[config.mk]
export PLATFORM = sky130hd
export DESIGN_NAME = jpeg_comment_length_exploit_scan_unit
export DESIGN_NICKNAME = d
export VERILOG_FILES = /design/src/design/jcles_pkg.sv /design/src/design/jcles_step.sv /design/src/design/jpeg_comment_length_exploit_scan_unit.sv
export SDC_FILE = /design/constraint.sdc
export NUM_CORES = 1
export LEC_CHECK = 0
export BUFFER_PORTS_ARGS = -buffer_cell sky130_fd_sc_hd__buf_4
export CELL_PAD_IN_SITES_DETAIL_PLACEMENT = 0
export CELL_PAD_IN_SITES_GLOBAL_PLACEMENT = 1
export CORE_ASPECT_RATIO = 0.6
export CORE_MARGIN = 5
export CORE_UTILIZATION = 40
export CTS_CLUSTER_DIAMETER = 120
export DETAILED_ROUTE_END_ITERATION = 10
export PLACE_DENSITY = 0.66
export SYNTH_ARGS = -nofsm -noshare
export SYNTH_HDL_FRONTEND = slang
export SYNTH_SLANG_ARGS = --single-unit
[constraint.sdc]
create_clock -name clk_i -period 3.5 [get_ports clk_i]
set_input_delay 0.875 -clock clk_i [delete_from_list [all_inputs] [get_ports clk_i]]
set_output_delay 0.875 -clock clk_i [all_outputs]
set_load 0.02 [all_outputs]
[src/design/jcles_pkg.sv]
`timescale 1ns / 1ps

package jcles_pkg;

  // Scan phase
  typedef enum logic [1:0] {
    PhSoi  = 2'd0,
    PhHdr  = 2'd1,
    PhSkip = 2'd2,
    PhDone = 2'd3
  } phase_e;

  // Verdict codes as seen on the output port
  typedef enum logic [1:0] {
    VerdictClean     = 2'd0,
    VerdictExploit   = 2'd1,
    VerdictMalformed = 2'd2
  } verdict_e;

  // Marker bytes and limits
  localparam logic [7:0]  MarkerPrefix = 8'hFF;
  localparam logic [7:0]  SoiCode      = 8'hD8;
  localparam logic [7:0]  ComCode      = 8'hFE;
  localparam logic [7:0]  SosCode      = 8'hDA;
  localparam logic [15:0] MinLength    = 16'd2;
  localparam logic [2:0]  SoiBytes     = 3'd2;
  localparam logic [2:0]  HdrBytes     = 3'd4;

  // Scanner state
  typedef struct packed {
    phase_e      phase;
    logic [31:0] window;  // newest byte in the low byte
    logic [2:0]  fill;
    logic [15:0] skip;
  } scan_state_t;

  localparam scan_state_t StateReset = '{
    phase:  PhSoi,
    window: 32'd0,
    fill:   3'd0,
    skip:   16'd0
  };

  // One step's outcome
  typedef struct packed {
    logic     valid;
    verdict_e verdict;
  } scan_result_t;

endpackage

[src/design/jcles_step.sv]
`timescale 1ns / 1ps

// Next-state and verdict logic for one byte of the file.
module jcles_step import jcles_pkg::*; (
  input  scan_state_t  state_i,
  input  logic [7:0]   data_byte_i,
  input  logic         last_byte_i,
  output scan_state_t  state_o,
  output scan_result_t result_o
);

  logic [31:0] win_shift;
  logic [2:0]  fill_inc;
  logic [7:0]  hdr_b0;
  logic [7:0]  hdr_b1;
  logic [15:0] hdr_len;
  logic        soi_done;
  logic        soi_match;
  logic        hdr_done;
  logic        hdr_repeat_ff;
  logic        hdr_skip;
  logic [15:0] skip_len;
  logic [15:0] skip_dec;

  // Shared datapath terms
  assign win_shift     = {state_i.window[23:0], data_byte_i};
  assign fill_inc      = state_i.fill + 3'd1;
  assign hdr_b0        = win_shift[31:24];
  assign hdr_b1        = win_shift[23:16];
  assign hdr_len       = win_shift[15:0];
  assign soi_done      = (fill_inc >= SoiBytes);
  assign soi_match     = (win_shift[15:0] == {MarkerPrefix, SoiCode});
  assign hdr_done      = (fill_inc == HdrBytes);
  assign hdr_repeat_ff = (hdr_b0 == MarkerPrefix) && (hdr_b1 == MarkerPrefix);
  // Ordinary segment: walk over its payload
  assign hdr_skip      = (hdr_b0 == MarkerPrefix) && (hdr_b1 != MarkerPrefix)
                         && (hdr_b1 != SosCode) && (hdr_len >= MinLength);
  assign skip_len      = hdr_len - MinLength;
  assign skip_dec      = state_i.skip - 16'd1;

  // Verdict
  always_comb begin
    result_o = '{valid: 1'b0, verdict: VerdictClean};
    unique case (state_i.phase)
      PhSoi: begin
        if (soi_done && !soi_match) begin
          result_o = '{valid: 1'b1, verdict: VerdictClean};
        end
      end
      PhHdr: begin
        if (hdr_done) begin
          priority if (hdr_repeat_ff) begin
            result_o.valid = 1'b0;
          end else if (hdr_b0 == MarkerPrefix && hdr_b1 == ComCode
                       && hdr_len < MinLength) begin
            result_o = '{valid: 1'b1, verdict: VerdictExploit};
          end else if (hdr_b0 != MarkerPrefix) begin
            result_o = '{valid: 1'b1, verdict: VerdictMalformed};
          end else if (hdr_b1 == SosCode) begin
            result_o = '{valid: 1'b1, verdict: VerdictClean};
          end else if (hdr_len < MinLength) begin
            result_o = '{valid: 1'b1, verdict: VerdictExploit};
          end else begin
            result_o.valid = 1'b0;
          end
        end
      end
      PhSkip, PhDone: begin
        result_o.valid = 1'b0;
      end
      default: begin
        result_o.valid = 1'b0;
      end
    endcase
    // File ended with nothing decided
    if (!result_o.valid && last_byte_i && state_i.phase != PhDone) begin
      result_o = '{valid: 1'b1, verdict: VerdictClean};
    end
  end

  // Next state
  always_comb begin
    state_o = state_i;
    unique case (state_i.phase)
      PhSoi: begin
        state_o.window = win_shift;
        state_o.fill   = fill_inc;
        if (soi_done && soi_match) begin
          state_o.phase  = PhHdr;
          state_o.window = 32'd0;
          state_o.fill   = 3'd0;
        end
      end
      PhHdr: begin
        state_o.window = win_shift;
        state_o.fill   = fill_inc;
        if (hdr_done) begin
          if (hdr_repeat_ff) begin
            // drop the first FF, the next byte completes a new header
            state_o.window = {8'd0, win_shift[23:0]};
            state_o.fill   = 3'd3;
          end else if (hdr_skip) begin
            state_o.window = 32'd0;
            state_o.fill   = 3'd0;
            state_o.skip   = skip_len;
            state_o.phase  = (skip_len == 16'd0) ? PhHdr : PhSkip;
          end
        end
      end
      PhSkip: begin
        state_o.skip = skip_dec;
        if (skip_dec == 16'd0) begin
          state_o.phase  = PhHdr;
          state_o.window = 32'd0;
          state_o.fill   = 3'd0;
        end
      end
      PhDone: begin
        state_o = state_i;
      end
      default: begin
        state_o = state_i;
      end
    endcase
    // End of file restarts the scan; a verdict parks it until then
    if (last_byte_i) begin
      state_o = StateReset;
    end else if (result_o.valid) begin
      state_o.phase = PhDone;
    end
  end

endmodule

[src/design/jpeg_comment_length_exploit_scan_unit.sv]
`timescale 1ns / 1ps

// Channel | handshake                | payload
// --------+--------------------------+-------------------------------
// in      | in_valid_i / in_ready_o  | data_byte_i[7:0], last_byte_i
// out     | out_valid_o / out_ready_i| verdict_o[1:0]
//
// One byte per cycle unless stalled: each accepted byte updates the scan
// state in the same edge, and any verdict lands in the output register.
// in_ready_o is high while the output register is empty or being drained.
// A stalled output holds one verdict; while out_valid_o is unanswered
// in_ready_o stays low and every byte waits, needed verdict or not.
// Reset (rst_ni low, asynchronous) returns to the start-of-image check.
module jpeg_comment_length_exploit_scan_unit import jcles_pkg::*; (
  input  logic       clk_i,
  input  logic       rst_ni,
  input  logic       in_valid_i,
  output logic       in_ready_o,
  input  logic [7:0] data_byte_i,
  input  logic       last_byte_i,
  output logic       out_valid_o,
  input  logic       out_ready_i,
  output logic [1:0] verdict_o
);

  scan_state_t  state_q;
  scan_state_t  state_d;
  scan_result_t step_res;
  logic         out_valid_q;
  verdict_e     verdict_q;
  logic         in_fire;

  assign in_ready_o = !out_valid_q || out_ready_i;
  assign in_fire    = in_valid_i && in_ready_o;

  jcles_step u_step (
    .state_i     (state_q),
    .data_byte_i (data_byte_i),
    .last_byte_i (last_byte_i),
    .state_o     (state_d),
    .result_o    (step_res)
  );

  // Scan state
  always_ff @(posedge clk_i or negedge rst_ni) begin
    if (!rst_ni) begin
      state_q <= StateReset;
    end else if (in_fire) begin
      state_q <= state_d;
    end
  end

  // Output register valid
  always_ff @(posedge clk_i or negedge rst_ni) begin
    if (!rst_ni) begin
      out_valid_q <= 1'b0;
    end else if (in_fire && step_res.valid) begin
      out_valid_q <= 1'b1;
    end else if (out_ready_i) begin
      out_valid_q <= 1'b0;
    end
  end

  // Output payload
  always_ff @(posedge clk_i) begin
    if (in_fire && step_res.valid) begin
      verdict_q <= step_res.verdict;
    end
  end

  assign out_valid_o = out_valid_q;
  assign verdict_o   = verdict_q;

endmodule
==> run metrics <==
met1 wire length 5.24 mm; CTS tree yes; Clock Sink Count 48; CORE AREA 7880 um2; most common cell after layout, fill and taps aside dfrtp_1; n_diodes 0; Final setup viols 0; Final Skew 0.00631 ns; relative slew slack 0.343; Setup TNS Final 0 ns; Adder-Cell Fraction of Synth Area 0.0423; RSZ-0062 raised after global routing no; I/O Buffers 16; Mapped Cells 350; DRT Pass-1 Iters 5; Critical Path RT around 3.7 ns; total CTS buffers 5; fin crit share 0.944; H-tree levels 2; Syn Nets 374; WL final 9.54 mm; DP HPWL between 7 and 8 mm; worst-path fanout max 25; Placer Congestion about 0.9; sequential area share after synthesis 0.372; crit path capture type flip-flop; Tightest Pin Transition 0.983 ns; Crit Path Class reg -> reg; post-CTS setup buffer count 0; Resize count post-CTS 0; met2 WL post-DR approximately 3.5 mm; vias in the first global route ~2,800; main combinational cell family by area after synthesis compound AO/OA/AOI/OAI gates; hold_ws 0.503 ns; first-pass GRT wire length 15.7 mm; fin nets just under 400; Hold Crit Class reg -> reg; final-report hold violation count 0; Netlist Area Pre-Place 3250 um2; VDD IR-drop max between 0.2 and 0.3 mV; Avg WL per Cell ~20 um; fin cells 480; maxcap violations 0; gr usage total 0.201; synth unique cells 67; grt ovf 0; fin crit period approximately 3.3 ns; Die Wd 126 um; vias per cell slightly above 6; Final ANT Viol Nets 0; Power Density 820 nW/um2; prevailing post-synth register cell dfrtp_1; Seq cells post-synth 48; leakage power 0.00154 uW; Starting Density 0.413; DR DRC count 0; status finished, final reports clean; largest net degree at the start of global routing 47; wire length on met3 661 um; Post-synth EDFFs 2; CTS clock-pin slew for the worst setup and hold paths around 0.070 ns; post-synthesis compound-gate area fraction 0.248; Max Transition Viols Final 0; Post-Place Cells 472; Synth Area in XOR/XNOR 0.0485; initial antenna violation count 0; Async SR Flop Fraction 0.958; Clock Latency Late Sink 0.30 ns; crit path DAT 3.54 ns; ratio of cells with drive above 1 in the final layout 0.153; Mapped Avg Cell Area roughly 9.3 um2; post-synthesis mux area share 0.00346; cell row count 25; Area Overhead vs Synth 13.8%; Die Area 10,100 um2; warnings from Yosys 0; Root Buffer clkbuf_16; Clock Path Buffers 2; Synth Area in Simple Gates 0.242; Chip Height ~80 um; Critical Path Source Type flip-flop; Fmax achieved between 300 and 400 MHz; most frequent cells in the layout dfrtp_1, buf_4, a22o_1; Initial DRC Count 303; DR top layer met4; num ports 17; hold buffers post-CTS 0; via count ~3,000
[flip-flops by register name (all words and copies together) (netlist names)]
signal       count
verdict_o        2
out_valid_o      1
state_q         45
[layout make-up]
| class | count | area (um2) |
|---|---|---|
| Fill cell | 787 | 4180 |
| Multi-Input combinational cell | 273 | 1900 |
| Sequential cell | 48 | 1210 |
| Timing Repair Buffer | 32 | 240 |
| Tap cell | 108 | 135 |
| Clock buffer | 5 | 125 |
| Clock inverter | 3 | 47.5 |
| Inverter | 11 | 41.3 |
[kinds of logic (layout without fill, tap and decap cells)]
| family | Yosys count | after routing |
|---|---|---|
| buf+inv | 29 | 51 |
| xor+xnor | 18 | 18 |
| simple gates | 137 | 137 |
| compound gates | 106 | 106 |
| flops | 48 | 48 |
| fa+ha+maj | 11 | 11 |
| mux | 1 | 1 |
[power by group]
group          internal, uW  total [uW]  leakage [uW]  switching (uW)
Combinational           649        1560      0.000807             908
Clock                   340         569     0.0000840             229
Sequential              691         911      0.000649             220
[through the flow]
step                setup WS, ns  power (uW)  utilization  cell area, um2
CTS                        0.178        3030        0.470            3700
finish                     0.196        3040        0.470            3700
floorplan                  0.399        1980            -            3250
global placement           0.115        2460        0.448            3530
global route              0.0260        3250        0.470            3700
detailed placement        0.0545        2450        0.448            3530
[path summary, 6_finish.rpt]
| kind | start | to | slack [ns] | cells after the start |
|---|---|---|---|---|
| worst min-delay path | state_q[42] | state_q[42] | 0.50 | 1 |
| min in group asynchronous | rst_ni | out_valid_o | 0.59 | 1 |
| worst max register to register | state_q[1] | state_q[25] | 0.20 | 9 |
| worst max-delay path | state_q[1] | state_q[25] | 0.20 | 9 |
| max in group asynchronous | rst_ni | state_q[34] | 2.48 | 1 |
| worst min register to register | state_q[42] | state_q[42] | 0.50 | 1 |
[synthesized netlist by cell type, types with 8 or more instances]
cell / n / share of area
a21oi_1: 12 / 0.018
a22o_1: 29 / 0.078
dfrtp_1: 46 / 0.35
ha_1: 11 / 0.042
inv_1: 10 / 0.012
nand2_1: 23 / 0.027
nand2b_1: 9 / 0.017
nand3_1: 9 / 0.014
nor2_1: 28 / 0.032
nor3_1: 13 / 0.020
o21ai_0: 15 / 0.023
o22ai_1: 8 / 0.015
xnor2_1: 12 / 0.032
[per-layer routing]
layer	vias to the layer above	track usage
met5	-	0
met4	0	0.0450
met3	7	0.0408
met2	112	0.254
met1	1464	0.334
li1	1366	-
[critical path, stage by stage (launching register included)]
cell      delay [ns]
dfrtp_1         0.41
inv_1           0.08
ha_1            0.27
or3_1           0.42
o22ai_1         0.17
a22oi_1         0.12
a2111o_1        0.47
o21a_1          0.26
nor3_4          0.75
a22o_2          0.28
(Power assumes the default switching activity.)
